<file path="src/pwnr_pkg.sv">
// Shared constants, register indexes and record types of the pulse-width nibble receiver.
package pwnr_pkg;

  localparam int unsigned FRAME_NIBBLES   = 16;
  localparam int unsigned BITS_PER_NIBBLE = 4;

  localparam int unsigned NIB_CNT_W = $clog2(FRAME_NIBBLES);
  localparam int unsigned BIT_CNT_W = $clog2(BITS_PER_NIBBLE);
  localparam int unsigned RCV_CNT_W = $clog2(FRAME_NIBBLES + 1);
  localparam int unsigned TICK_W    = 8;
  localparam int unsigned CFG_IDX_W = 8;

  localparam logic [TICK_W-1:0] ONE_THRESHOLD_RESET = 8'd22;
  localparam logic [TICK_W-1:0] GAP_TICKS_RESET     = 8'd70;

  // Configuration register indexes.
  localparam logic [CFG_IDX_W-1:0] REG_ONE_THRESHOLD = 8'd0;
  localparam logic [CFG_IDX_W-1:0] REG_GAP_TICKS     = 8'd1;

  typedef struct packed {
    logic [TICK_W-1:0] one_threshold;
    logic [TICK_W-1:0] gap_ticks;
  } cfg_t;

  typedef struct packed {
    logic                          valid;
    logic                          nibble_present;
    logic [BITS_PER_NIBBLE-1:0]    nibble_value;
    logic [NIB_CNT_W-1:0]          nibble_position;
    logic                          frame_done;
    logic                          gap_timeout;
    logic [RCV_CNT_W-1:0]          nibbles_received;
  } result_t;

endpackage

</file>
<file path="src/pwnr_decoder.sv">
// Tick decoder: edge detection, pulse timing, bit shifting and frame counting.
module pwnr_decoder import pwnr_pkg::*; (
  input  logic    clk_i,
  input  logic    rst_ni,
  input  logic    tick_i,
  input  logic    level_i,
  input  cfg_t    cfg_i,
  output result_t res_o
);

  logic                       prev_level_q, prev_level_d;
  logic                       running_q, running_d;
  logic [TICK_W-1:0]          elapsed_q, elapsed_d;
  logic                       armed_q, armed_d;
  logic [BITS_PER_NIBBLE-1:0] shift_q, shift_d;
  logic [BIT_CNT_W-1:0]       bit_cnt_q, bit_cnt_d;
  logic [NIB_CNT_W-1:0]       nib_cnt_q, nib_cnt_d;

  logic                       rise, fall, bit_val, last_nibble;
  logic [TICK_W-1:0]          elapsed_adv;
  logic [BITS_PER_NIBBLE-1:0] shift_new;

  assign rise = level_i & ~prev_level_q;
  assign fall = ~level_i & prev_level_q;

  // The counter saturates at the gap value.
  assign elapsed_adv = (running_q && (elapsed_q < cfg_i.gap_ticks)) ?
                       elapsed_q + TICK_W'(1) : elapsed_q;
  assign bit_val     = elapsed_adv > cfg_i.one_threshold;
  assign shift_new   = {shift_q[BITS_PER_NIBBLE-2:0], bit_val};
  assign last_nibble = nib_cnt_q == NIB_CNT_W'(FRAME_NIBBLES - 1);

  always_comb begin
    prev_level_d = prev_level_q;
    running_d    = running_q;
    elapsed_d    = elapsed_q;
    armed_d      = armed_q;
    shift_d      = shift_q;
    bit_cnt_d    = bit_cnt_q;
    nib_cnt_d    = nib_cnt_q;
    res_o        = '0;

    if (tick_i) begin
      prev_level_d = level_i;
      if (rise) begin
        elapsed_d = '0;
        running_d = 1'b1;
        armed_d   = 1'b1;
      end else begin
        elapsed_d = elapsed_adv;
        if (running_q && (elapsed_adv >= cfg_i.gap_ticks)) begin
          // Gap reached: drop the partial nibble and close the frame.
          res_o.valid            = 1'b1;
          res_o.frame_done       = 1'b1;
          res_o.gap_timeout      = 1'b1;
          res_o.nibbles_received = RCV_CNT_W'(nib_cnt_q);
          running_d = 1'b0;
          armed_d   = 1'b0;
          shift_d   = '0;
          bit_cnt_d = '0;
          nib_cnt_d = '0;
        end else if (fall && armed_q) begin
          armed_d = 1'b0;
          if (bit_cnt_q == BIT_CNT_W'(BITS_PER_NIBBLE - 1)) begin
            res_o.valid           = 1'b1;
            res_o.nibble_present  = 1'b1;
            res_o.nibble_value    = shift_new;
            res_o.nibble_position = nib_cnt_q;
            if (last_nibble) begin
              res_o.frame_done       = 1'b1;
              res_o.nibbles_received = RCV_CNT_W'(FRAME_NIBBLES);
              nib_cnt_d              = '0;
            end else begin
              nib_cnt_d = nib_cnt_q + NIB_CNT_W'(1);
            end
            shift_d   = '0;
            bit_cnt_d = '0;
          end else begin
            shift_d   = shift_new;
            bit_cnt_d = bit_cnt_q + BIT_CNT_W'(1);
          end
        end
      end
    end
  end

  always_ff @(posedge clk_i or negedge rst_ni) begin
    if (!rst_ni) begin
      prev_level_q <= 1'b0;
      running_q    <= 1'b0;
      elapsed_q    <= '0;
      armed_q      <= 1'b0;
      shift_q      <= '0;
      bit_cnt_q    <= '0;
      nib_cnt_q    <= '0;
    end else begin
      prev_level_q <= prev_level_d;
      running_q    <= running_d;
      elapsed_q    <= elapsed_d;
      armed_q      <= armed_d;
      shift_q      <= shift_d;
      bit_cnt_q    <= bit_cnt_d;
      nib_cnt_q    <= nib_cnt_d;
    end
  end

endmodule

</file>
<file path="src/pulse_width_nibble_receiver.sv">
// Top level of the pulse-width nibble receiver: configuration registers and result register.
//
// Each beat on the slave stream is one timer tick; bit 0 of s_axis_tdata_i is the
// sampled bus line level. A rising edge restarts the pulse timer, the following
// falling edge decodes a bit (one when the pulse lasted more than the one-threshold
// ticks), and every four bits form a nibble that leaves on the master stream with
// its position in the frame. The sixteenth nibble, or a gap timeout, raises tlast.
// A tick produces zero or one result beat; most ticks produce none.
// The decoder takes one tick per cycle. A result appears on the master side in the
// cycle after the tick that caused it, held in a single output register.
// When the downstream side stalls with a result pending, s_axis_tready_o falls
// until that result is taken; otherwise ticks are accepted back to back.
// Configuration writes (index 0: one-threshold, index 1: gap ticks) are accepted in
// any cycle and should only be issued while the stream is idle; other indexes are
// ignored. Reset clears the decoder state and loads threshold 22 and gap 70.
module pulse_width_nibble_receiver import pwnr_pkg::*; (
  input  logic                 clk_i,
  input  logic                 rst_ni,
  // Slave stream of ticks.
  input  logic                 s_axis_tvalid_i,
  output logic                 s_axis_tready_o,
  input  logic [7:0]           s_axis_tdata_i,   // [0] line_level, [7:1] zero
  // Master stream of results.
  output logic                 m_axis_tvalid_o,
  input  logic                 m_axis_tready_i,
  output logic [15:0]          m_axis_tdata_o,   // [3:0] nibble_value, [7:4] nibble_position,
                                                 // [12:8] nibbles_received, [15:13] zero
  output logic [1:0]           m_axis_tuser_o,   // [0] nibble_present, [1] gap_timeout
  output logic                 m_axis_tlast_o,   // frame_done
  // Configuration write channel.
  input  logic                 cfg_valid_i,
  output logic                 cfg_ready_o,
  input  logic [CFG_IDX_W-1:0] cfg_index_i,
  input  logic [TICK_W-1:0]    cfg_data_i
);

  cfg_t    cfg_q;
  result_t res;
  result_t out_q, out_d;
  logic    tick;

  assign cfg_ready_o = 1'b1;

  // Configuration registers.
  always_ff @(posedge clk_i or negedge rst_ni) begin
    if (!rst_ni) begin
      cfg_q.one_threshold <= ONE_THRESHOLD_RESET;
      cfg_q.gap_ticks     <= GAP_TICKS_RESET;
    end else if (cfg_valid_i) begin
      unique case (cfg_index_i)
        REG_ONE_THRESHOLD: cfg_q.one_threshold <= cfg_data_i;
        REG_GAP_TICKS:     cfg_q.gap_ticks     <= cfg_data_i;
        default: ;
      endcase
    end
  end

  // A tick is taken whenever the output register is free or is being emptied.
  assign s_axis_tready_o = ~out_q.valid | m_axis_tready_i;
  assign tick            = s_axis_tvalid_i & s_axis_tready_o;

  pwnr_decoder u_decoder (
    .clk_i   (clk_i),
    .rst_ni  (rst_ni),
    .tick_i  (tick),
    .level_i (s_axis_tdata_i[0]),
    .cfg_i   (cfg_q),
    .res_o   (res)
  );

  always_comb begin
    out_d = out_q;
    if (tick) begin
      out_d = res;
    end else if (m_axis_tready_i) begin
      out_d.valid = 1'b0;
    end
  end

  always_ff @(posedge clk_i or negedge rst_ni) begin
    if (!rst_ni) begin
      out_q <= '0;
    end else begin
      out_q <= out_d;
    end
  end

  assign m_axis_tvalid_o = out_q.valid;
  assign m_axis_tdata_o  = {3'b000, out_q.nibbles_received, out_q.nibble_position,
                            out_q.nibble_value};
  assign m_axis_tuser_o  = {out_q.gap_timeout, out_q.nibble_present};
  assign m_axis_tlast_o  = out_q.frame_done;

endmodule

</file>
<file path="config.mk">
export PLATFORM = sky130hd
export DESIGN_NAME = pulse_width_nibble_receiver
export DESIGN_NICKNAME = d
export VERILOG_FILES = /design/src/pwnr_pkg.sv /design/src/pwnr_decoder.sv /design/src/pulse_width_nibble_receiver.sv
export SDC_FILE = /design/constraint.sdc
export NUM_CORES = 1
export LEC_CHECK = 0
export ABC_AREA = 1
export BUFFER_PORTS_ARGS = -buffer_cell sky130_fd_sc_hd__buf_2
export CORE_MARGIN = 3
export CORE_UTILIZATION = 51
export DETAILED_ROUTE_END_ITERATION = 8
export GPL_TIMING_DRIVEN = 0
export HOLD_SLACK_MARGIN = 0.08
export PLACE_DENSITY = 0.76
export REMOVE_ABC_BUFFERS = 1
export SYNTH_ARGS = -nofsm -noshare
export SYNTH_HDL_FRONTEND = slang
export SYNTH_HIERARCHICAL = 1
export SYNTH_SLANG_ARGS = --single-unit
</file>
<file path="constraint.sdc">
create_clock -name clk_i -period 3.3 [get_ports clk_i]
set_input_delay 0.33 -clock clk_i [delete_from_list [all_inputs] [get_ports clk_i]]
set_output_delay 0.33 -clock clk_i [all_outputs]
set_load 0.01 [all_outputs]
</file>
Word level (Yosys, flattened, before mapping)
Cells that the tools add are included.
Storage, ports and cells
  flip-flop bits (word level): 53
Operators by class
  muxes and demuxes: 31
  $add $sub $neg: 3
  bitwise operators: 8
  reductions and logical operators: 15
  equal/unequal tests: 3
  order comparisons: 3
Operators with widths (count)
  $mux 11: 2
  $mux 5: 4
  $mux 17: 1
  $mux 4: 4
  $mux 8: 2
  $mux 1: 11
  $mux 3: 3
  $mux 9: 1
  $add 8x1->8 const B: 1
  $eq 8x1->1 const B: 1
  $ge 8x8->1: 1
  $gt 8x8->1: 1
  $logic_not 8->1: 1
  $lt 8x8->1: 1
  $reduce_and 2->1: 4
  $reduce_bool 2->1: 4
  $mux 2: 3
  $add 4x1->4 const B: 1
  $eq 4x4->1 const B: 1
  $not 1->1: 4
  $reduce_and 4->1: 1
  $and 1x1->1: 3
  $logic_and 1x1->1: 3
  $reduce_and 3->1: 1
  other kinds (4): 4

Longest topological paths before layout
  depth in word-level cells: 9
  mapped depth: 23
  gate-level depth less buffers: 23

Modules after synthesis
The synthesis kept the hierarchy.
By module, submodules not included
  pwnr_decoder: area each 1712.9 µm², instances 1, cells each 244, seq. area each 500.5 µm²
  pulse_width_nibble_receiver: area each 1420.1 µm², instances 1, cells each 160, seq. area each 833.3 µm²

Least setup slack after synthesis
No wires, ideal clock.
  path type: register to register
  from: reg cfg_q[6] in the netlist's numbering
  to: reg out_q (netlist bit m_axis_tdata_o[12])
  setup time: 0.065 ns
  cell stages (with the launch flop): 21
  clock period less this slack: 3.163 ns
  setup slack: 0.137 ns
  data arrival time: 3.098 ns
  path through: dfstp_2 -> inv_1 -> ha_1 -> nand3_1 -> and3_2 -> nand2_2 -> nor2_1 -> nand3_1 -> nor3_1 -> xor2_1 -> inv_1 -> ha_1 -> nand2_1 -> nor2_1 -> a211oi_1 -> nand2_2 -> nand2_2 -> nand2_4 -> nor3_1 -> nand2_1 -> nand2_1
RTL lines
  from (decl): line pulse_width_nibble_receiver.sv:37  | cfg_t cfg_q;
  to (signal assigned): line pulse_width_nibble_receiver.sv:84  | out_q <= out_d;
  to (decl): line pulse_width_nibble_receiver.sv:39  | result_t out_q, out_d;

==> metrics.txt <==
status finished, violations left; violated checks negative setup slack; worst r2r dst m_axis_tdata_o[10]$_DFFE_PN0P_; most common cell after layout, fill and taps aside nand2_1; final worst path period share 106%; die area 7120 µm²; R2R depth 22; RSZ-0062 raised after global routing yes; number of enable flip-flop cells after synthesis 0; routability cong. 0.842; Slowest-stage cell, CP dfstp_2; Slew Limit Fails 0; Worst-path clk slew 100 ps; crit path buf inv count 3; Flop pwr share 40.0%; Worst setup SP type register; clk_skew 11.6 ps; register area share after synthesis 42.6%; CP Max Fanout 7; Slew @ Worst Pin 1180 ps; initial antenna violation count 0; commonest non-fill, non-tap cells in the layout nand2_1, inv_1, dfrtp_1; placement-stage cell area 3360 µm²; Root Driver clkbuf_8; final setup vio count 28; Top cell by count, worst path nand2_1; max incr delay on CP 570 ps; clock buffer depth 2; Reg2Reg Setup Slack -210 ps; die width 84.4 µm; Critical R2R Launch cfg_q[6]$_DFFE_PN1P_; total core area 5710 µm²; Iter 0 DRT Violations 164; ys async rst share 100%; synth-to-layout area growth 23.1%; DRT Pass-1 Iters 5; P_leak 2.09 nW; power density over cell area 520 nW/µm²; VDD IR max 0.244 mV; layout cells sized above 1 28.0%; drt drc 0; WS Path Type reg -> reg; largest net degree at the start of global routing 54; hold path endpoint cfg_q[12]$_DFFE_PN1P_; DR vias/cell 5.26; worst skew pair latency 320 ps; CP Data Required Time 3500 ps; pre-CTS WS -428 ps; ANT cells 0; post-layout instance area 3860 µm²; internal power 1.23 mW; register bit total from synthesis 53; PnR worst setup slack -206 ps; row count 27; Wirelength per Cell 13.7 µm; initial core utilization 54.9%; post-synth top area share 37.5%; max_cap viols 0; Critical Path AT 3710 ps; area leader, netlist dfrtp_1; Die Y 84.4 µm; clock power share 22.7%; ys flop type dfrtp_1; post-synthesis cell count 404; HP Start cfg_data_i[4]; io pins 51; Post-Syn Area per Cell 7.75 µm²; I/O Buffers 39; Sw Share 38.6%; # fillers 452; CTS tree done; Total Wirelength 7.28 mm; YS warnings 6; multi-input logic area 1780 µm²; crit end category register; Synth area leaders dfrtp_1, nand2_1, ha_1, inv_1, dfstp_2; GR Overflow Total 0; Distinct cells, synth 32; Post-Syn Area 3130 µm²; clock sinks 53; Final Hold Viols 0; detailed placement HPWL 4.64 mm; worst hold path class in -> reg; vias in the first global route 2817; hold-critical path depth 3; TritonCTS buffer count 5; post-route minimum period 3510 ps; first-pass GRT wire length 12.2 mm; vias 2800; Total Power 2.00 mW; Crit path max-delay family simple AND/OR/NAND/NOR gates; Final ANT Viol Nets 0; NetSw 0.773 mW; normalized max-slew margin 21.3%; register area 1330 µm²; CP cell instances inv_4, ha_4, nand2_2, nand2_1, nor2_1, and3_4, nand2_4, nor2_4, nand3_2, nor3_2, xor2_1, inv_1, ha_4, nand2_4, nor2_4, a211oi_2, nand2_2, nand3_4, buf_12, nor2_2, nand2_1, nand2_1; Comb pwr share 37.3%; nets 512; total track usage 20.7%; H-Tree Depth 2; fmax 285 MHz
-- per-layer routing --
metal	vias up	global-route usage, %	part of all wire, %
li1	1376	-	-
met1	1333	25.4	43
met2	71	36.2	51
met3	20	3.53	3.7
met4	0	8.35	2.6
met5	-	0	0
-- synth_stat cells (7+ instances only) --
| cell type | n |
|---|---|
| a21oi_1 | 7 |
| nand2_2 | 10 |
| dfrtp_1 | 47 |
| inv_1 | 53 |
| nand2_1 | 136 |
| o21ai_0 | 8 |
| ha_1 | 24 |
| nor2_1 | 28 |
| nand3_1 | 29 |
-- registers in the layout (all words and copies together) (netlist names) --
signal                  flops
u_decoder/elapsed_q         8
m_axis_tlast_o              1
u_decoder/running_q         1
m_axis_tdata_o             13
cfg_q                      16
u_decoder/armed_q           1
u_decoder/prev_level_q      1
m_axis_tuser_o              2
u_decoder/bit_cnt_q         2
u_decoder/shift_q           3
u_decoder/nib_cnt_q         4
m_axis_tvalid_o             1
-- tightest hold or removal path, stage by stage --
cell     delay (ps)
buf_2           110
nand3_1          70
nand2_1          50
-- stage by stage --
| step | utilization [%] | hold slack (ps) | setup TNS, ps | cells |
|---|---|---|---|---|
| finish | 67.5 | 230 | -4520 | 532 |
| global placement | 58.9 | 452 | -5740 | 509 |
| floorplan | - | 34.4 | 0 | 398 |
| detailed placement | 58.9 | 456 | -8510 | 509 |
| global route | 67.5 | 243 | -9020 | 532 |
| CTS | 63.5 | 229 | 0 | 521 |
-- power by group through the flow --
stage,clock network (mW),logic (mW),registers [mW]
after global routing,0.498,0.830,0.813
final,0.456,0.747,0.802
after detailed placement,0,0.536,0.796
after CTS,0.462,0.615,0.789
after floorplan,0,0.390,0.791
after global placement,0,0.515,0.794
-- kinds of logic (layout without fill, tap and decap cells) --
| logic type | after synthesis | after routing | share of synthesized area [%] |
|---|---|---|---|
| AOI/OAI and AO/OA | 27 | 27 | 4.99 |
| adders and majority gates | 24 | 24 | 9.58 |
| DFF | 53 | 53 | 42.6 |
| xor gates and xnor gates | 6 | 6 | 1.68 |
| buffers and inverters | 67 | 120 | 9.07 |
| and+or+nand+nor | 225 | 226 | 31.9 |
| other | 2 | 4 | 0.240 |
-- how the worst max path moves through the flow --
stage	cells past startpoint	to	from
finish	22	m_axis_tdata_o[10]$_DFFE_PN0P_	cfg_q[6]$_DFFE_PN1P_
global route	22	m_axis_tdata_o[4]$_DFFE_PN0P_	cfg_q[7]$_DFFE_PN0P_
CTS	20	m_axis_tdata_o[12]$_DFFE_PN0P_	cfg_q[6]$_DFFE_PN1P_
detailed placement	19	m_axis_tdata_o[12]$_DFFE_PN0P_	cfg_q[6]$_DFFE_PN1P_
global placement	19	m_axis_tdata_o[12]$_DFFE_PN0P_	cfg_q[6]$_DFFE_PN1P_
floorplan	20	m_axis_tdata_o[12]$_DFFE_PN0P_	cfg_q[6]$_DFFE_PN1P_
-- layout make-up --
class / count / share of cell area, %
well taps: 72 / 2.34
multi-input cells: 287 / 46.1
repair buffers: 53 / 8.21
clock inverters: 3 / 1.14
flip-flops and latches: 53 / 34.6
inverters: 59 / 5.81
clock buffers: 5 / 1.78
-- what timing repair did --
item                       4_1_cts  5_1_grt
resized for setup               20       34
cloned                           0        1
hold buffers                     0        0
pin swaps                        6       24
buffers inserted                 4       10
setup endpoints to repair       28       28
Power figures use the tool's default switching activity.
